==> config.mk <==
export PLATFORM = sky130hd
export DESIGN_NAME = ir_pulse_width_receiver_core_flat
export DESIGN_NICKNAME = d
export VERILOG_FILES = /design/src/hdl/irpw_pkg.sv /design/src/hdl/irpw_if.sv /design/src/hdl/irpw_cfg_regs.sv /design/src/hdl/irpw_decoder.sv /design/src/hdl/ir_pulse_width_receiver_core.sv /design/src/flat_wrapper.sv
export SDC_FILE = /design/constraint.sdc
export NUM_CORES = 1
export LEC_CHECK = 0
export BUFFER_PORTS_ARGS = -buffer_cell sky130_fd_sc_hd__buf_2
export CAP_MARGIN = 20
export CORE_MARGIN = 4
export CORE_UTILIZATION = 36
export DETAILED_ROUTE_END_ITERATION = 7
export SKIP_LAST_GASP = 1
export SLEW_MARGIN = 40
export SYNTH_ARGS = -nofsm -noshare
export SYNTH_HDL_FRONTEND = slang
export SYNTH_HIERARCHICAL = 1
export SYNTH_SLANG_ARGS = --single-unit
==> constraint.sdc <==
create_clock -name clk_i -period 4.7 [get_ports clk_i]
set_input_delay 0.47 -clock clk_i [delete_from_list [all_inputs] [get_ports clk_i]]
set_output_delay 0.47 -clock clk_i [all_outputs]
set_load 0.03 [all_outputs]
==> src/hdl/irpw_pkg.sv <==
// Shared types, constants and helpers for the IR pulse-width receiver.
// No dependencies; every other file in hdl/ uses this package.
package irpw_pkg;

  localparam int COUNT_BITS = 16;   // low/high time counters, saturating
  localparam int INDEX_BITS = 8;    // bit counter, wraps

  localparam int LEN_W   = 10;      // mark/space length registers
  localparam int TOL_W   = 8;       // tolerance register
  localparam int CFG_W   = 10;      // config write data, widest register
  localparam int CFG_IDX_W = 3;     // five registers
  localparam int BIT_IDX_W = 8;     // bit_index output field

  localparam int TIMEOUT_SHIFT = 3; // end of packet after 8 zero-mark lengths

  // wide enough for count + tolerance and for zero_mark_len << 3 without wrap
  localparam int WIN_W = ((COUNT_BITS > LEN_W + TIMEOUT_SHIFT) ?
                          COUNT_BITS : (LEN_W + TIMEOUT_SHIFT)) + 1;

  typedef logic [COUNT_BITS-1:0] cnt_t;
  typedef logic [INDEX_BITS-1:0] idx_t;
  typedef logic [LEN_W-1:0]      len_t;
  typedef logic [TOL_W-1:0]      tol_t;

  typedef enum logic [1:0] {
    ACT_TICK = 2'd0,
    ACT_FALL = 2'd1,
    ACT_RISE = 2'd2
  } action_e;

  typedef enum logic [2:0] {
    EV_NONE  = 3'd0,
    EV_START = 3'd1,
    EV_BIT   = 3'd2,
    EV_DONE  = 3'd3,
    EV_ERROR = 3'd4
  } event_e;

  typedef enum logic [CFG_IDX_W-1:0] {
    REG_ZERO_MARK  = 3'd0,
    REG_ONE_MARK   = 3'd1,
    REG_START_MARK = 3'd2,
    REG_SPACE      = 3'd3,
    REG_TOLERANCE  = 3'd4
  } reg_idx_e;

  localparam len_t RST_ZERO_MARK  = len_t'(10);
  localparam len_t RST_ONE_MARK   = len_t'(20);
  localparam len_t RST_START_MARK = len_t'(40);
  localparam len_t RST_SPACE      = len_t'(10);
  localparam tol_t RST_TOLERANCE  = tol_t'(3);

  typedef struct packed {
    len_t zero_mark_len;
    len_t one_mark_len;
    len_t start_mark_len;
    len_t space_len;
    tol_t tolerance;
  } cfg_t;

  // strict window: nominal - tol < count < nominal + tol, no wrap
  function automatic logic in_window(cnt_t count, len_t nominal, tol_t tol);
    logic [WIN_W-1:0] c_w;
    logic [WIN_W-1:0] n_w;
    logic [WIN_W-1:0] t_w;
    c_w = WIN_W'(count);
    n_w = WIN_W'(nominal);
    t_w = WIN_W'(tol);
    return (c_w < n_w + t_w) && (c_w + t_w > n_w);
  endfunction

  function automatic logic [BIT_IDX_W-1:0] to_bit_index(idx_t idx);
    logic [31:0] wide;
    wide = 32'(idx);
    return wide[BIT_IDX_W-1:0];
  endfunction

endpackage

==> src/hdl/irpw_if.sv <==
// Valid/ready channel interfaces for the IR pulse-width receiver.
// Depends on irpw_pkg for field widths.
interface irpw_in_if;
  logic       valid;
  logic       ready;
  logic [1:0] action;
  logic       line_level;

  modport source (output valid, output action, output line_level, input ready);
  modport sink   (input valid, input action, input line_level, output ready);
endinterface

interface irpw_out_if;
  logic                          valid;
  logic                          ready;
  logic [2:0]                    event_res;
  logic                          bit_value;
  logic [irpw_pkg::BIT_IDX_W-1:0] bit_index;

  modport source (output valid, output event_res, output bit_value, output bit_index,
                  input ready);
  modport sink   (input valid, input event_res, input bit_value, input bit_index,
                  output ready);
endinterface

==> src/hdl/irpw_cfg_regs.sv <==
// Configuration register file: five timing registers written by index.
// Depends on irpw_pkg.
module irpw_cfg_regs (
  input  logic                           clk_i,
  input  logic                           rst_ni,
  input  logic                           cfg_we_i,
  input  logic [irpw_pkg::CFG_IDX_W-1:0] cfg_idx_i,
  input  logic [irpw_pkg::CFG_W-1:0]     cfg_wdata_i,
  output irpw_pkg::cfg_t                 cfg_o
);

  irpw_pkg::cfg_t cfg_q;
  irpw_pkg::cfg_t cfg_d;

  always_comb begin
    cfg_d = cfg_q;
    if (cfg_we_i) begin
      case (cfg_idx_i)
        irpw_pkg::REG_ZERO_MARK:  cfg_d.zero_mark_len  = cfg_wdata_i[irpw_pkg::LEN_W-1:0];
        irpw_pkg::REG_ONE_MARK:   cfg_d.one_mark_len   = cfg_wdata_i[irpw_pkg::LEN_W-1:0];
        irpw_pkg::REG_START_MARK: cfg_d.start_mark_len = cfg_wdata_i[irpw_pkg::LEN_W-1:0];
        irpw_pkg::REG_SPACE:      cfg_d.space_len      = cfg_wdata_i[irpw_pkg::LEN_W-1:0];
        irpw_pkg::REG_TOLERANCE:  cfg_d.tolerance      = cfg_wdata_i[irpw_pkg::TOL_W-1:0];
        default: ; // unknown index: drop the write
      endcase
    end
  end

  always_ff @(posedge clk_i or negedge rst_ni) begin
    if (!rst_ni) begin
      cfg_q.zero_mark_len  <= irpw_pkg::RST_ZERO_MARK;
      cfg_q.one_mark_len   <= irpw_pkg::RST_ONE_MARK;
      cfg_q.start_mark_len <= irpw_pkg::RST_START_MARK;
      cfg_q.space_len      <= irpw_pkg::RST_SPACE;
      cfg_q.tolerance      <= irpw_pkg::RST_TOLERANCE;
    end else begin
      cfg_q <= cfg_d;
    end
  end

  assign cfg_o = cfg_q;

endmodule

==> src/hdl/irpw_decoder.sv <==
// Decoder datapath: input register, receive state, pulse classification and
// result register. Depends on irpw_pkg and the channel interfaces.
module irpw_decoder (
  input  logic           clk_i,
  input  logic           rst_ni,
  input  irpw_pkg::cfg_t cfg_i,
  irpw_in_if.sink        in_ch,
  irpw_out_if.source     out_ch
);

  // input register
  logic       in_valid_q;
  logic [1:0] action_q;
  logic       level_q;

  // receive state
  logic             receiving_q, receiving_d;
  irpw_pkg::cnt_t   low_q, low_d;
  irpw_pkg::cnt_t   high_q, high_d;
  irpw_pkg::idx_t   bit_cnt_q, bit_cnt_d;

  // result register
  logic                           out_valid_q;
  logic [2:0]                     ev_q, ev_d;
  logic                           bitv_q, bitv_d;
  logic [irpw_pkg::BIT_IDX_W-1:0] bidx_q, bidx_d;

  logic advance;
  logic proc;
  logic in_accept;
  logic is_zero;
  logic is_one;
  logic is_start;
  logic space_ok;
  logic timeout;
  irpw_pkg::cnt_t high_inc;

  assign advance   = !out_valid_q || out_ch.ready;
  assign proc      = in_valid_q && advance;
  assign in_ch.ready = !in_valid_q || advance;
  assign in_accept = in_ch.valid && in_ch.ready;

  assign is_zero  = irpw_pkg::in_window(low_q, cfg_i.zero_mark_len, cfg_i.tolerance);
  assign is_one   = irpw_pkg::in_window(low_q, cfg_i.one_mark_len, cfg_i.tolerance);
  assign is_start = irpw_pkg::in_window(low_q, cfg_i.start_mark_len, cfg_i.tolerance);
  assign space_ok = irpw_pkg::in_window(high_q, cfg_i.space_len, cfg_i.tolerance);

  assign high_inc = (high_q != '1) ? high_q + 1'b1 : high_q;
  assign timeout  = irpw_pkg::WIN_W'(high_inc) >
                    (irpw_pkg::WIN_W'(cfg_i.zero_mark_len) << irpw_pkg::TIMEOUT_SHIFT);

  always_comb begin
    receiving_d = receiving_q;
    low_d       = low_q;
    high_d      = high_q;
    bit_cnt_d   = bit_cnt_q;
    ev_d        = irpw_pkg::EV_NONE;
    bitv_d      = 1'b0;
    bidx_d      = '0;
    case (action_q)
      irpw_pkg::ACT_TICK: begin
        if (!level_q) begin
          if (low_q != '1) low_d = low_q + 1'b1;
        end else begin
          high_d = high_inc;
          if (receiving_q && timeout) begin
            receiving_d = 1'b0;
            ev_d        = irpw_pkg::EV_DONE;
          end
        end
      end
      irpw_pkg::ACT_FALL: begin
        if (receiving_q && !space_ok) begin
          receiving_d = 1'b0;
          bit_cnt_d   = '0;
          ev_d        = irpw_pkg::EV_ERROR;
        end
        low_d  = '0;
        high_d = '0;
      end
      irpw_pkg::ACT_RISE: begin
        if (receiving_q) begin
          if (is_zero || is_one) begin
            ev_d      = irpw_pkg::EV_BIT;
            bitv_d    = !is_zero;
            bidx_d    = irpw_pkg::to_bit_index(bit_cnt_q);
            bit_cnt_d = bit_cnt_q + 1'b1;
          end else begin
            receiving_d = 1'b0;
            bit_cnt_d   = '0;
            ev_d        = irpw_pkg::EV_ERROR;
          end
        end else if (is_start) begin
          receiving_d = 1'b1;
          bit_cnt_d   = '0;
          ev_d        = irpw_pkg::EV_START;
        end
        low_d  = '0;
        high_d = '0;
      end
      default: ; // undefined action: no change, event none
    endcase
  end

  always_ff @(posedge clk_i or negedge rst_ni) begin
    if (!rst_ni) begin
      in_valid_q  <= 1'b0;
      out_valid_q <= 1'b0;
      receiving_q <= 1'b0;
      low_q       <= '0;
      high_q      <= '0;
      bit_cnt_q   <= '0;
    end else begin
      if (in_accept) begin
        in_valid_q <= 1'b1;
      end else if (advance) begin
        in_valid_q <= 1'b0;
      end
      if (proc) begin
        out_valid_q <= 1'b1;
        receiving_q <= receiving_d;
        low_q       <= low_d;
        high_q      <= high_d;
        bit_cnt_q   <= bit_cnt_d;
      end else if (out_ch.ready) begin
        out_valid_q <= 1'b0;
      end
    end
  end

  // payload registers, no reset
  always_ff @(posedge clk_i) begin
    if (in_accept) begin
      action_q <= in_ch.action;
      level_q  <= in_ch.line_level;
    end
    if (proc) begin
      ev_q   <= ev_d;
      bitv_q <= bitv_d;
      bidx_q <= bidx_d;
    end
  end

  assign out_ch.valid     = out_valid_q;
  assign out_ch.event_res = ev_q;
  assign out_ch.bit_value = bitv_q;
  assign out_ch.bit_index = bidx_q;

endmodule

==> src/hdl/ir_pulse_width_receiver_core.sv <==
// Top level of the IR pulse-width receiver: config registers plus decoder.
// Depends on irpw_pkg, irpw_if, irpw_cfg_regs and irpw_decoder.
//
//   channel   dir  beat payload                           handshake
//   in_ch     in   action[1:0], line_level               valid/ready
//   out_ch    out  event_res[2:0], bit_value, bit_index  valid/ready
//   cfg_*     in   cfg_idx_i[2:0], cfg_wdata_i[9:0]       cfg_we_i, no wait
//
// One beat in, one beat out: one beat per cycle while out_ch is not stalled.
// Each beat passes the input register, then the result register.
// The receive state (counters, bit index) advances once per beat as it moves
// from the input register into the result register.
// A stalled output holds its result and lets one more input beat wait in the
// input register. rst_ni clears state and loads the register defaults.
module ir_pulse_width_receiver_core (
  input  logic                           clk_i,
  input  logic                           rst_ni,
  irpw_in_if.sink                        in_ch,
  irpw_out_if.source                     out_ch,
  input  logic                           cfg_we_i,
  input  logic [irpw_pkg::CFG_IDX_W-1:0] cfg_idx_i,
  input  logic [irpw_pkg::CFG_W-1:0]     cfg_wdata_i
);

  irpw_pkg::cfg_t cfg;

  irpw_cfg_regs u_cfg (
    .clk_i       (clk_i),
    .rst_ni      (rst_ni),
    .cfg_we_i    (cfg_we_i),
    .cfg_idx_i   (cfg_idx_i),
    .cfg_wdata_i (cfg_wdata_i),
    .cfg_o       (cfg)
  );

  irpw_decoder u_dec (
    .clk_i  (clk_i),
    .rst_ni (rst_ni),
    .cfg_i  (cfg),
    .in_ch  (in_ch),
    .out_ch (out_ch)
  );

endmodule

==> src/flat_wrapper.sv <==
// flat-port wrapper written by rule: the top's interface ports become plain ports
module ir_pulse_width_receiver_core_flat 
  (clk_i, rst_ni, cfg_we_i, cfg_idx_i, cfg_wdata_i, in_ch_valid, in_ch_action, in_ch_line_level, in_ch_ready, out_ch_valid, out_ch_event_res, out_ch_bit_value, out_ch_bit_index, out_ch_ready);
  irpw_in_if in_ch_i ();
  irpw_out_if out_ch_i ();
  input  logic clk_i;
  input  logic rst_ni;
  input  logic cfg_we_i;
  input  logic [irpw_pkg::CFG_IDX_W-1:0] cfg_idx_i;
  input  logic [irpw_pkg::CFG_W-1:0] cfg_wdata_i;
  input wire logic [$bits(in_ch_i.valid)-1:0] in_ch_valid;
  input wire logic [$bits(in_ch_i.action)-1:0] in_ch_action;
  input wire logic [$bits(in_ch_i.line_level)-1:0] in_ch_line_level;
  output wire logic [$bits(in_ch_i.ready)-1:0] in_ch_ready;
  output wire logic [$bits(out_ch_i.valid)-1:0] out_ch_valid;
  output wire logic [$bits(out_ch_i.event_res)-1:0] out_ch_event_res;
  output wire logic [$bits(out_ch_i.bit_value)-1:0] out_ch_bit_value;
  output wire logic [$bits(out_ch_i.bit_index)-1:0] out_ch_bit_index;
  input wire logic [$bits(out_ch_i.ready)-1:0] out_ch_ready;
  assign in_ch_i.valid = in_ch_valid;
  assign in_ch_i.action = in_ch_action;
  assign in_ch_i.line_level = in_ch_line_level;
  assign in_ch_ready = in_ch_i.ready;
  assign out_ch_valid = out_ch_i.valid;
  assign out_ch_event_res = out_ch_i.event_res;
  assign out_ch_bit_value = out_ch_i.bit_value;
  assign out_ch_bit_index = out_ch_i.bit_index;
  assign out_ch_i.ready = out_ch_ready;
  ir_pulse_width_receiver_core u_core (.clk_i(clk_i), .rst_ni(rst_ni), .in_ch(in_ch_i), .out_ch(out_ch_i), .cfg_we_i(cfg_we_i), .cfg_idx_i(cfg_idx_i), .cfg_wdata_i(cfg_wdata_i));
endmodule
==> Word level (Yosys, flattened, before mapping) <==
Index checks and enable logic that the tools add are counted.
{ "totals": {"out_inout_bits": 14, "word_cells": 110, "register_bits": 106} }
{ "op_classes": {"eq_ne": 14, "mux": 29, "n_lt_le_gt_ge": 9, "add_sub_neg": 9, "reduce_logical": 33} }
{ "ops": {"columns": ["cell", "count"], "rows": [
  ["17-bit by 10-bit greater-than comparator with 1-bit output", 4],
  ["16-bit by 11-bit < comparator with 1-bit output", 4],
  ["16-bit two-way mux", 4],
  ["16-bit one-hot mux with 2 select lines", 2],
  ["10-bit by 8-bit adder with 11-bit output", 4],
  ["16-bit by 8-bit adder with 17-bit output", 2],
  ["16-bit by 1-bit adder with 16-bit output (second input constant)", 2],
  ["8-bit two-way mux", 4],
  ["16-bit inequality test (second input constant)", 2],
  ["16-bit by 13-bit greater-than comparator with 1-bit output", 1],
  ["8-bit one-hot mux with 2 select lines", 1],
  ["1-bit two-way mux", 11],
  ["2-bit inequality test (second input constant)", 5],
  ["2-bit AND reduction", 5],
  ["3-bit two-way mux", 3],
  ["3-bit one-hot mux with 3 select lines", 1],
  ["8-bit by 1-bit adder with 8-bit output (second input constant)", 1],
  ["1-bit logical AND", 8],
  ["4-bit AND reduction", 2],
  ["2-bit nonzero test", 4],
  ["3-bit by 2-bit == test with 1-bit output (second input constant)", 2],
  ["3-bit AND reduction", 2],
  ["5-bit AND reduction", 1],
  ["1-bit logical NOT", 4],
  ["12 further kinds", 15]
]} }

==> Logic depth before layout (Yosys ltp) <==
Gate-level depths: netlist (run 1).
{ "logic_depth": {"ltp_word": 7, "mapped_depth": 22, "depth_no_buf": 21} }

==> Modules after synthesis <==
Netlist (run 1), hierarchy kept.
{ "by_module_without_submodules": {"columns": ["module", "seq_area_each_um2", "n_inst", "area_each_um2", "cells_each"], "rows": [
  ["irpw_decoder", 1526.5, 1, 7427.1, 888],
  ["irpw_cfg_regs", 1213.7, 1, 1970.6, 106]
]} }

==> Worst setup path after synthesis (run 1) <==
Ideal clock, no wire load.
{ "synth_path": {"kind": "reg-to-reg", "from": "register u_core.u_cfg.cfg_q, in the netlist u_core/u_cfg/cfg_o[1]", "to": "register u_core.u_dec.bit_cnt_q[4]", "setup_time_ns": 0.092, "t_required_ns": 4.608, "n_path_buf": 1, "period_less_slack_ns": 4.072, "path_slack_ns": 0.628, "stages_incl_launch_ff": 19, "t_arrival_ns": 3.980, "cell_sequence": "dfstp_2 inv_1 fa_1 nor2b_1 o21ai_0 a21oi_1 o21ai_0 nand2b_1 a21o_1 a21o_1 nand3_1 ha_1 a2111oi_2 o41ai_1 a31o_1 o32a_1 buf_6 a211o_4 o31ai_2"} }
{ "synth_via": {"elab_chain_cells": 7, "word_cells_on_any_way": 27} }
{ "synth_rtl": {"columns": ["item", "line", "rtl"], "rows": [
  ["start: declaration", "irpw_cfg_regs.sv:12", "irpw_pkg::cfg_t cfg_q;"],
  ["start signal: assignment", "irpw_cfg_regs.sv:37", "cfg_q <= cfg_d;"],
  ["16-bit by 8-bit adder with 17-bit output or 10-bit by 8-bit adder with 11-bit output (tied branches)", "irpw_pkg.sv:69", "return (c_w < n_w + t_w) && (c_w + t_w > n_w);"],
  ["17-bit by 10-bit greater-than comparator with 1-bit output or 16-bit by 11-bit < comparator with 1-bit output (tied branches)", "irpw_pkg.sv:69", null],
  ["1-bit logical AND", "irpw_pkg.sv:69", null],
  ["1-bit logical OR or 1-bit logical NOT (tied branches)", "irpw_decoder.sv:83, irpw_decoder.sv:73", null],
  ["8-bit two-way mux or 1-bit logical AND (tied branches)", "irpw_decoder.sv:83, irpw_decoder.sv:73", null],
  ["8-bit two-way mux or 2-bit inequality test (tied branches)", null, null],
  ["8-bit one-hot mux with 2 select lines or 4-bit AND reduction (tied branches)", null, null],
  ["end signal: assignment", "irpw_decoder.sv:124", "bit_cnt_q <= bit_cnt_d;"],
  ["end: declaration", "irpw_decoder.sv:20", "irpw_pkg::idx_t bit_cnt_q, bit_cnt_d;"]
]} }
Parallel ways exist; a longest one is shown, timed or not.
A chain may end at the register's enable or synchronous reset.

==> Worst setup path after layout (run 1) <==
Ends and elaborated chain as after synthesis.

==> results of run 1 <==
[flip-flops by register name, summed over array words and instances, names as in the netlist]
| register | cells |
|---|---|
| u_core/u_dec/out_ch.event_res | 3 |
| u_core/u_dec/low_q | 16 |
| u_core/u_dec/action_q | 2 |
| u_core/u_dec/bit_cnt_q | 8 |
| u_core/u_dec/out_ch.bit_value | 1 |
| u_core/u_dec/out_ch.valid | 1 |
| u_core/u_dec/high_q | 16 |
| u_core/u_dec/level_q | 1 |
| u_core/u_dec/in_valid_q | 1 |
| u_core/u_dec/out_ch.bit_index | 8 |
| u_core/u_cfg/cfg_o | 48 |
| u_core/u_dec/receiving_q | 1 |
[metal layers]
layer / vias to the layer above / track usage [%]
met5: - / 0
met4: 0 / 6.16
li1: 3698 / -
met1: 3582 / 23.5
met2: 120 / 29.4
met3: 34 / 1.82
[final cells by class]
type	count	area, µm²	area share [%]
clock buffers	9	225	2.17
clock inverters	7	76.3	0.735
inverters	81	308	2.96
multi-input cells	782	6240	60.1
flip-flops and latches	106	2740	26.4
well taps	330	413	3.98
repair buffers	62	383	3.69
[placed cells by master, fill, tap and decap left out, types with 8 or more instances in the layout]
| master | count |
|---|---|
| o21a_1 | 8 |
| nor3_1 | 19 |
| nand3_1 | 41 |
| mux2_4 | 28 |
| nor2_1 | 41 |
| buf_4 | 29 |
| mux2_2 | 23 |
| a21oi_1 | 61 |
| clkbuf_16 | 9 |
| a211oi_1 | 11 |
| nand4_1 | 12 |
| a31oi_1 | 8 |
| nand2_1 | 59 |
| dfrtp_1 | 81 |
| nand2b_1 | 30 |
| edfxtp_1 | 15 |
| inv_1 | 80 |
| o21ai_0 | 68 |
| o31ai_1 | 8 |
| o21bai_1 | 8 |
| xor2_1 | 17 |
| buf_2 | 33 |
| and2_1 | 9 |
| dfstp_2 | 10 |
| ha_1 | 145 |
| nor2b_1 | 18 |
| a21o_1 | 38 |
| xnor2_1 | 43 |
[through the flow]
step	setup TNS, ns	hold slack [ns]	setup WS, ns	area (µm²)	utilization (%)
floorplan	0	0.174	0.628	9400	-
global placement	0	0.474	0.312	10000	39.5
detailed placement	0	0.493	0.275	10000	39.5
CTS	0	0.131	0.246	10300	40.7
global route	-0.0214	0.157	-0.0195	10400	40.9
finish	0	0.118	0.230	10400	40.9
[power by group]
| group | switching, W | internal [W] | leakage [nW] |
|---|---|---|---|
| Clock | 0.000413 | 0.000384 | 0.150 |
| Combinational | 0.00142 | 0.00118 | 3.47 |
| Sequential | 0.000197 | 0.00109 | 1.29 |
| Total | 0.00203 | 0.00265 | 4.91 |
[logic make-up after synthesis]
| family | after synthesis |
|---|---|
| XOR/XNOR | 60 |
| buffers and inverters | 106 |
| adder cells (fa/ha/maj) | 151 |
| AO/OA/AOI/OAI | 255 |
| AND/OR/NAND/NOR | 260 |
| multiplexers | 56 |
| flip-flops | 106 |
[critical path, delay by kind of cell, from the launching register on]
| kind | cells | cell delay [ns] |
|---|---|---|
| DFF | 1 | 0.60 |
| AOI/OAI and AO/OA | 12 | 2.43 |
| xor gates and xnor gates | 1 | 0.13 |
| adders and majority gates | 2 | 0.79 |
| and+or+nand+nor | 2 | 0.24 |
| buffers and inverters | 1 | 0.22 |
[path summary, 6_finish.rpt]
| path | start | to | cells past startpoint |
|---|---|---|---|
| max reg2reg | u_core/u_cfg/cfg_o[1] | u_core/u_dec/bit_cnt_q[4] | 18 |
| min in group clk_i | in_ch_action[1] | u_core/u_dec/action_q[1] | 1 |
| max | u_core/u_cfg/cfg_o[1] | u_core/u_dec/bit_cnt_q[4] | 18 |
| min reg2reg | u_core/u_dec/in_valid_q | u_core/u_dec/out_ch.valid | 1 |
| max in group asynchronous | rst_ni | u_core/u_dec/high_q[7] | 2 |
| min | rst_ni | u_core/u_cfg/cfg_o[33] | 1 |
[what timing repair did]
item,4_1_cts,5_1_grt
buffers inserted,0,3
endpoints found under the setup margin,0,10
resized for setup,0,6
==> impl_metrics.csv, run 1 <==
group,metric,value,unit
timing,finClkSkew,0.0170,ns
critical_path,cp_max_fo,7,
critical_path,r2r_slack,0.23,ns
detailed_routing,vias,7434,
timing,worst_pin_slew,0.814,ns
synth,yosysSeqAreaShare,29.2,%
synth,yosys.area_share.simple,14.4,%
synth,syn_inst,994,
synth,synthTopCellsByArea,"dfrtp_1, ha_1, edfxtp_1",
synth,synth_most_common_cell,"ha_1",
placement,numPlacedInstances,1358,
floorplan,die_y,170,µm
synth,synth_xor_area_share,5.59,%
pwr,power.density,451,mW/mm²
critical_path,path_cells,"clkinvlp_4, fa_1, nor2b_1, o21ai_0, a21oi_1, o21ai_0, nand2b_1, a21o_1, a21o_1, xnor2_1, ha_1, a211oi_1, o21a_1, o41ai_1, a31o_1, o32a_1, a211o_4, o31ai_2",
detailed_routing,wl_met2,11.8,mm
synth,yosys_register_bits,106,
critical_path,arrival,4.76,ns
synth,synth_area,0.00940,mm²
synth,async_reset_ff_share,85.8,%
synth,ys_types,69,
synth,yosysTopAreaCell,"dfrtp_1",
synth,synth_nets,1166,
global_routing,grt_pass1_wl,39.9,mm
synth,yosys-top-cells-count,"ha_1, dfrtp_1, inv_1, o21ai_0, a21oi_1",
floorplan,start_util,37.0,%
floorplan,ios,35,
synth,syn_avg_cell_area,9.45,µm²
critical_path,crit_path_top_delay_cell,"dfstp_2",
timing,fin_crit,4.47,ns
synth,synth-edff-count,15,
detailed_routing,drt_iter0_markers,453,
clocking,cts_sinks,106,
clocking,clk_latency,0.37,ns
timing,hold_viol,0,
layout,drive_above_1_share,15.8,%
synth,yosys_warnings,6,
synth,synth_compound_area_share,17.7,%
detailed_routing,met3_length,618,µm
critical_path,cp.required,4.99,ns
pwr,leakagePower,4.91,nW
detailed_routing,finalWirelength,24.5,mm
placement,dp_hpwl,19.4,mm
clocking,hold_buffers,0,
timing,finalCritPeriodShare,95.1,%
timing,rsz0062_at_grt,"yes",
synth,synth_top_area_share,21.6,%
pwr,power.total,0.00468,W
detailed_routing,wl_per_cell,17.8,µm
clocking,cts_max_path_buffers,2,
layout,layout.cells.non_filler,1377,
global_routing,grt_use_total,17.5,%
detailed_routing,drtPass1Iterations,5,
floorplan,fp.dieW,170,µm
layout,finalNetCount,1214,
floorplan,rows,58,
global_routing,grt_overflow,0,
critical_path,critPathKind,"register to register",
outcome,status,"complete, no violations",
placement,io_buffers,34,
detailed_routing,wl_met1,11.5,mm
synth,synth_top_family_by_area,"adder cells",
critical_path,cp-end-kind,"register",
detailed_routing,routed.top_layer,"met4",
floorplan,core,0.0254,mm²
detailed_routing,drc,0,
layout,area.growth.synth_to_final,10.5,%
synth,muxShareOfSynthArea,7.76,%
min_path,min_path_type,"primary input to async pin",
floorplan,die-area,0.0288,mm²
timing,setup_viol,0,
run,drv_cap,0,
timing,final_max_slew_viol_count,0,
detailed_routing,via_per_inst,5.40,
clocking,cts_tree,"built",
synth,ys.flop_type,"dfrtp_1",
pwr,ir_worst_vdd,0.210,mV
clocking,numCtsBuffers,9,
critical_path,worst_path_largest_cell_delay,0.60,ns
clocking,cts.htree.levels,3,
detailed_routing,antenna_left,0,
clocking,ctsRootBufferMaster,"clkbuf_16",
global_routing,antenna_found_initial,0,
synth,synthAdderAreaFrac,20.6,%
timing,slew_headroom,45.7,%
global_routing,grt_pass1_vias,7469,
layout,fillCellCount,2500,
placement,place_congestion,0.890,
critical_path,startpoint_type,"register",
layout,antenna_cells,0,
global_routing,grt_max_degree,49,
timing,fmax,224,MHz
clocking,clk_pin_slew,0.09,ns
Note: power is estimated with default switching activity, not from simulation.
==> inputs of run 2 (changes only) <==
--- a/config.mk
+++ b/config.mk
@@ -5,14 +5,14 @@
 export SDC_FILE = /design/constraint.sdc
 export NUM_CORES = 1
 export LEC_CHECK = 0
-export BUFFER_PORTS_ARGS = -buffer_cell sky130_fd_sc_hd__buf_2
+export BUFFER_PORTS_ARGS = -buffer_cell sky130_fd_sc_hd__buf_4
 export CAP_MARGIN = 20
 export CORE_MARGIN = 4
 export CORE_UTILIZATION = 36
+export CTS_CLUSTER_DIAMETER = 30
 export DETAILED_ROUTE_END_ITERATION = 7
 export SKIP_LAST_GASP = 1
 export SLEW_MARGIN = 40
 export SYNTH_ARGS = -nofsm -noshare
 export SYNTH_HDL_FRONTEND = slang
-export SYNTH_HIERARCHICAL = 1
 export SYNTH_SLANG_ARGS = --single-unit
==> impl_metrics.csv, run 2 <==
group,metric,value,unit
outcome,status,"complete, no violations",
timing,slew_headroom,42.6,%
layout,antenna_cells,0,
clocking,hold_buffers,0,
pwr,seq_power_share,27.3,%
floorplan,core,0.0254,mm²
timing,finClkSkew,0.0180,ns
synth,syn_avg_cell_area,8.75,µm²
clocking,ctsRootBufferMaster,"clkbuf_16",
layout,largest_reg_flops,48,
detailed_routing,antenna_left,0,
layout,area.growth.synth_to_final,11.6,%
synth,async_reset_ff_share,85.8,%
pwr,netSwitchingPower,0.00210,W
synth,synth_xor_area_share,5.43,%
critical_path,cp_max_fo,7,
clocking,cts_max_path_buffers,2,
synth,ys_types,69,
critical_path,startpoint_type,"register",
global_routing,grt_use_total,18.2,%
synth,yosysTopAreaCell,"dfrtp_1",
synth,synth_compound_area_share,20.0,%
critical_path,worstRegToRegCells,19,
placement,place_congestion,0.892,
detailed_routing,drc,0,
synth,synth-edff-count,15,
detailed_routing,via_per_inst,5.45,
pwr,clkPwrFrac,16.4,%
global_routing,antenna_found_initial,0,
critical_path,critPathKind,"register to register",
floorplan,start_util,36.8,%
layout,drive_above_1_share,11.0,%
run,drv_cap,0,
synth,synth_most_common_cell,"ha_1",
critical_path,r2r_slack,0.35,ns
synth,synth_area,0.00935,mm²
synth,yosys_register_bits,106,
global_routing,grt_pass1_vias,7828,
pwr,ir_worst_vdd,0.262,mV
timing,final_max_slew_viol_count,0,
clocking,cts_tree,"built",
layout,final_common_cell,"ha_1",
pwr,power.density,452,mW/mm²
critical_path,cp-end-kind,"register",
detailed_routing,finalWirelength,25.6,mm
synth,synth_top_family_by_area,"adder cells",
detailed_routing,vias,7848,
synth,synth_nets,1240,
detailed_routing,drtPass1Iterations,5,
synth,yosys-top-cells-count,"ha_1, o21ai_0, inv_1, nand2_1, dfrtp_1",
timing,setup_viol,0,
detailed_routing,wl_per_cell,17.8,µm
pwr,leakagePower,4.76,nW
synth,yosys_warnings,0,
synth,synthTopCellsByArea,"dfrtp_1, ha_1, o21ai_0",
floorplan,rows,58,
floorplan,die-area,0.0286,mm²
timing,rsz0062_at_grt,"no",
synth,yosysSeqAreaShare,29.3,%
global_routing,grt_overflow,0,
clocking,cts_sinks,106,
placement,dp_hpwl,20.3,mm
placement,io_buffers,34,
clocking,numCtsBuffers,9,
timing,worst_pin_slew,0.861,ns
synth,ys.flop_type,"dfrtp_1",
critical_path,worst_path_largest_cell_delay,0.64,ns
pwr,p_int,0.00262,W
global_routing,grt_max_degree,61,
critical_path,crit_path_top_delay_cell,"dfstp_2",
critical_path,r2r_start,"u_core.u_cfg.cfg_o[1]",
timing,finalCritPeriodShare,92.5,%
floorplan,die_y,169,µm
clocking,cts.htree.levels,3,
critical_path,arrival,4.60,ns
timing,fin_ws,0.354,ns
synth,synth_top_area_share,21.7,%
pwr,power.total,0.00472,W
timing,fmax,230,MHz
layout,finalNetCount,1278,
layout,layout_common_cells,"ha_1, o21ai_0, inv_1, nand2_1, dfrtp_1",
floorplan,fp.dieW,169,µm
critical_path,cp.required,4.96,ns
timing,fin_crit,4.35,ns
placement,place_ws,0.235,ns
layout,seqCellArea,0.00274,mm²
synth,syn_inst,1068,
pwr,swShare,44.5,%
synth,yosys.area_share.simple,15.9,%
layout,multiInputGateArea,0.00620,mm²
timing,hold_viol,0,
timing,setup_tns,0,ns
floorplan,ios,35,
layout,fillCellCount,2552,
critical_path,r2r_end,"u_core.u_dec.bit_cnt_q[6]",
clocking,clk_latency,0.37,ns
detailed_routing,drt_iter0_markers,447,
synth,synthAdderAreaFrac,20.7,%
critical_path,path_cells,"clkinvlp_4, buf_4, fa_1, nor2b_1, o21ai_0, a21oi_1, o21ai_0, nand2b_1, a21o_1, a21o_1, nand3_1, ha_1, nor4_1, o211ai_1, or3_1, o211ai_1, o311ai_4, a22o_1, o2bb2ai_1",
synth,muxShareOfSynthArea,3.60,%
clocking,clk_pin_slew,0.08,ns
min_path,min_path_type,"primary input to async pin",
pwr,pwr-share-comb,56.3,%
global_routing,grt_pass1_wl,41.6,mm
[run 2: cells by family (layout without fill, tap and decap cells)]
logic type,Yosys count,after routing
muxes,31,31
and+or+nand+nor,305,305
DFF,106,106
adders and majority gates,151,151
xor gates and xnor gates,58,58
buffers and inverters,123,166
AOI/OAI and AO/OA,294,294
[run 2: cell type report]
cell class	count	share of cell area [%]
repair buffers	58	4.21
well taps	330	3.96
flip-flops and latches	106	26.3
multi-input cells	839	59.4
clock inverters	6	0.588
inverters	92	3.35
clock buffers	10	2.20
[run 2: timing repair]
item,4_1_cts,5_1_grt
buffers inserted,0,3
gates resized for setup,0,8
setup endpoints to repair,0,16
[run 2: critical path: cells and delay by family (launching register included)]
family | cells | cell delay, ns
buf+inv | 2 | 0.27
simple gates | 5 | 0.86
fa+ha+maj | 2 | 0.66
compound gates | 10 | 1.81
flops | 1 | 0.64
[run 2: power groups by stage]
stage          Clock (W)  Sequential (W)  Combinational (W)
2_1_floorplan          0         0.00125            0.00194
3_3_place_gp           0         0.00129            0.00258
3_5_place_dp           0         0.00130            0.00263
4_1_cts         0.000801         0.00128            0.00264
5_1_grt         0.000836         0.00131            0.00306
6_report        0.000774         0.00129            0.00266
[run 2: worst max path at each step]
stage | from | cells after the start | end | slack, ns
global route | u_core.u_cfg.cfg_o[1] | 20 | u_core.u_dec.out_ch.event_res[1] | 0.02
detailed placement | u_core.u_cfg.cfg_o[1] | 19 | u_core.u_dec.out_ch.event_res[1] | 0.24
floorplan | u_core.u_cfg.cfg_o[0] | 18 | u_core.u_dec.bit_cnt_q[1] | 0.83
CTS | u_core.u_cfg.cfg_o[1] | 19 | u_core.u_dec.out_ch.event_res[1] | 0.21
finish | u_core.u_cfg.cfg_o[1] | 19 | u_core.u_dec.bit_cnt_q[6] | 0.35
global placement | u_core.u_cfg.cfg_o[1] | 19 | u_core.u_dec.out_ch.bit_value | 0.35
[run 2: metrics by stage]
| stage | std cells | utilization, % | hold WS, ns | instance area (µm²) |
|---|---|---|---|---|
| 2_1_floorplan | 1068 | - | 0.174 | 9350 |
| 3_3_place_gp | 1422 | 39.7 | 0.476 | 10100 |
| 3_5_place_dp | 1422 | 39.7 | 0.477 | 10100 |
| 4_1_cts | 1438 | 40.9 | 0.214 | 10400 |
| 5_1_grt | 1441 | 41.1 | 0.123 | 10400 |
| 6_report | 1441 | 41.1 | 0.0714 | 10400 |
[run 2: layer usage]
metal	vias to the layer above	global-route usage [%]	wire length (µm)
met4	0	3.08	246
met3	19	2.35	686
met2	97	31.1	12400
met5	-	0	0
met1	3801	25.0	12300
li1	3931	-	-
==> inputs of run 3 (changes only) <==
--- a/config.mk
+++ b/config.mk
@@ -8,7 +8,7 @@
 export BUFFER_PORTS_ARGS = -buffer_cell sky130_fd_sc_hd__buf_4
 export CAP_MARGIN = 20
 export CORE_MARGIN = 4
-export CORE_UTILIZATION = 36
+export CORE_UTILIZATION = 45
 export CTS_CLUSTER_DIAMETER = 30
 export DETAILED_ROUTE_END_ITERATION = 7
 export SKIP_LAST_GASP = 1
==> impl_metrics.csv, run 3 (synthesized netlist as in run 2, its figures left out) <==
group,metric,value,unit
clocking,cts-resized-gates,0,
global_routing,grt_pass1_vias,7721,
floorplan,fp.dieW,152,µm
outcome,status,"complete, no violations",
floorplan,core,0.0204,mm²
run,drv_cap,0,
timing,rsz0062_at_grt,"no",
timing,final_max_slew_viol_count,0,
placement,place_congestion,0.923,
detailed_routing,drc,0,
layout,largest_reg_flops,48,
timing,slew_headroom,43.4,%
global_routing,grt_pass1_wl,40.7,mm
critical_path,worstRegToRegCells,16,
floorplan,die_y,152,µm
critical_path,cp_max_fo,10,
clocking,ctsRootBufferMaster,"clkbuf_16",
detailed_routing,via_per_inst,5.72,
clocking,post_cts_buffers,0,
placement,numPlacedInstances,1365,
clocking,cts_sinks,106,
floorplan,start_util,45.9,%
global_routing,grt_use_total,21.8,%
floorplan,ios,35,
min_path,min_path_type,"primary input to async pin",
critical_path,arrival,4.42,ns
placement,dp_hpwl,19.9,mm
detailed_routing,drt_iter0_markers,398,
detailed_routing,finalWirelength,25.2,mm
detailed_routing,drtPass1Iterations,5,
pwr,power.density,461,mW/mm²
clocking,clk_latency,0.36,ns
global_routing,grt_max_degree,50,
timing,fmax,232,MHz
detailed_routing,antenna_left,0,
layout,final_cell_area,0.0103,mm²
global_routing,grt_overflow,0,
layout,area.growth.synth_to_final,10.7,%
critical_path,r2r_end,"u_core.u_dec.out_ch.event_res[1]",
layout,finalNetCount,1278,
global_routing,antenna_found_initial,0,
pwr,ir_worst_vdd,0.233,mV
critical_path,critPathKind,"register to register",
clocking,numCtsBuffers,9,
layout,fillCellCount,1943,
clocking,cts_tree,"built",
clocking,hold_buffers,0,
timing,setup_viol,0,
timing,setup_tns,0,ns
timing,finClkSkew,0.00881,ns
detailed_routing,vias,7902,
layout,antenna_cells,0,
pwr,leakagePower,4.76,nW
layout,layout_common_cells,"ha_1, o21ai_0, inv_1",
timing,hold_viol,0,
placement,place_area,0.0100,mm²
clocking,clk_pin_slew,0.08,ns
layout,layout.cells.non_filler,1381,
clocking,cts_max_path_buffers,2,
critical_path,r2r_slack,0.39,ns
critical_path,startpoint_type,"register",
critical_path,cp-end-kind,"register",
timing,fin_crit,4.31,ns
floorplan,die-area,0.0231,mm²
layout,final_common_cell,"ha_1",
clocking,cts.htree.levels,3,
timing,worst_pin_slew,0.846,ns
detailed_routing,wl_per_cell,18.2,µm
critical_path,cp.required,4.81,ns
critical_path,r2r_start,"u_core.u_cfg.cfg_o[1]",
layout,drive_above_1_share,10.9,%
timing,finalCritPeriodShare,91.7,%
floorplan,rows,52,
placement,io_buffers,34,
[run 3: final cells by class]
class,count,area [µm²],area share [%]
Sequential cell,106,2740,26.5
Clock buffer,9,225,2.18
Tap cell,270,338,3.26
Inverter,92,345,3.34
Multi-Input combinational cell,839,6190,59.8
Clock inverter,7,76.3,0.737
Timing Repair Buffer,58,435,4.21
[run 3: metrics by stage]
stage                     utilization [%]  total power (W)  setup slack [ns]  hold WS [ns]
final                                50.8          0.00477             0.392         0.147
after detailed placement             49.2          0.00396             0.273         0.481
after CTS                            50.7          0.00479             0.246         0.168
after global routing                 50.8          0.00523            0.0441         0.195
after floorplan                         -          0.00319             0.833         0.174
after global placement               49.2          0.00392             0.372         0.484
[run 3: worst max path at each step]
stage                                from                                to  slack, ns  cells after the start
floorplan           u_core.u_cfg.cfg_o[0]         u_core.u_dec.bit_cnt_q[1]       0.83                     18
global placement    u_core.u_cfg.cfg_o[1]     u_core.u_dec.out_ch.bit_value       0.37                     19
detailed placement  u_core.u_cfg.cfg_o[0]         u_core.u_dec.bit_cnt_q[1]       0.27                     15
CTS                 u_core.u_cfg.cfg_o[1]  u_core.u_dec.out_ch.event_res[1]       0.25                     19
global route        u_core.u_cfg.cfg_o[0]         u_core.u_dec.bit_cnt_q[1]       0.04                     17
finish              u_core.u_cfg.cfg_o[1]  u_core.u_dec.out_ch.event_res[1]       0.39                     16
[run 3: report_power, final]
group | internal [W] | leakage, nW | switching (W) | total, W
logic | 0.00118 | 3.33 | 0.00154 | 0.00271
clock network | 0.000419 | 0.149 | 0.000384 | 0.000803
registers | 0.00109 | 1.28 | 0.000169 | 0.00126
total | 0.00268 | 4.76 | 0.00209 | 0.00477
[run 3: routing by layer]
layer,part of all wire [%],vias to the layer above,global-route usage (%)
li1,-,3944,-
met1,47,3782,29.3
met2,48,155,37.2
met3,4.1,21,3.69
met4,1.2,0,4.75
met5,0,-,0
[run 3: critical path, cell delays in order (launching register included)]
cell	delay, ns
dfstp_2	0.62
inv_1	0.24
fa_1	0.50
nor2b_1	0.16
o31a_1	0.20
o21a_1	0.13
nor2_1	0.04
xnor2_1	0.20
ha_1	0.31
a2111oi_0	0.48
a211oi_1	0.10
o21ai_0	0.12
a21oi_1	0.14
a22oi_1	0.24
nand3_1	0.24
nand2_2	0.25
a21oi_1	0.09
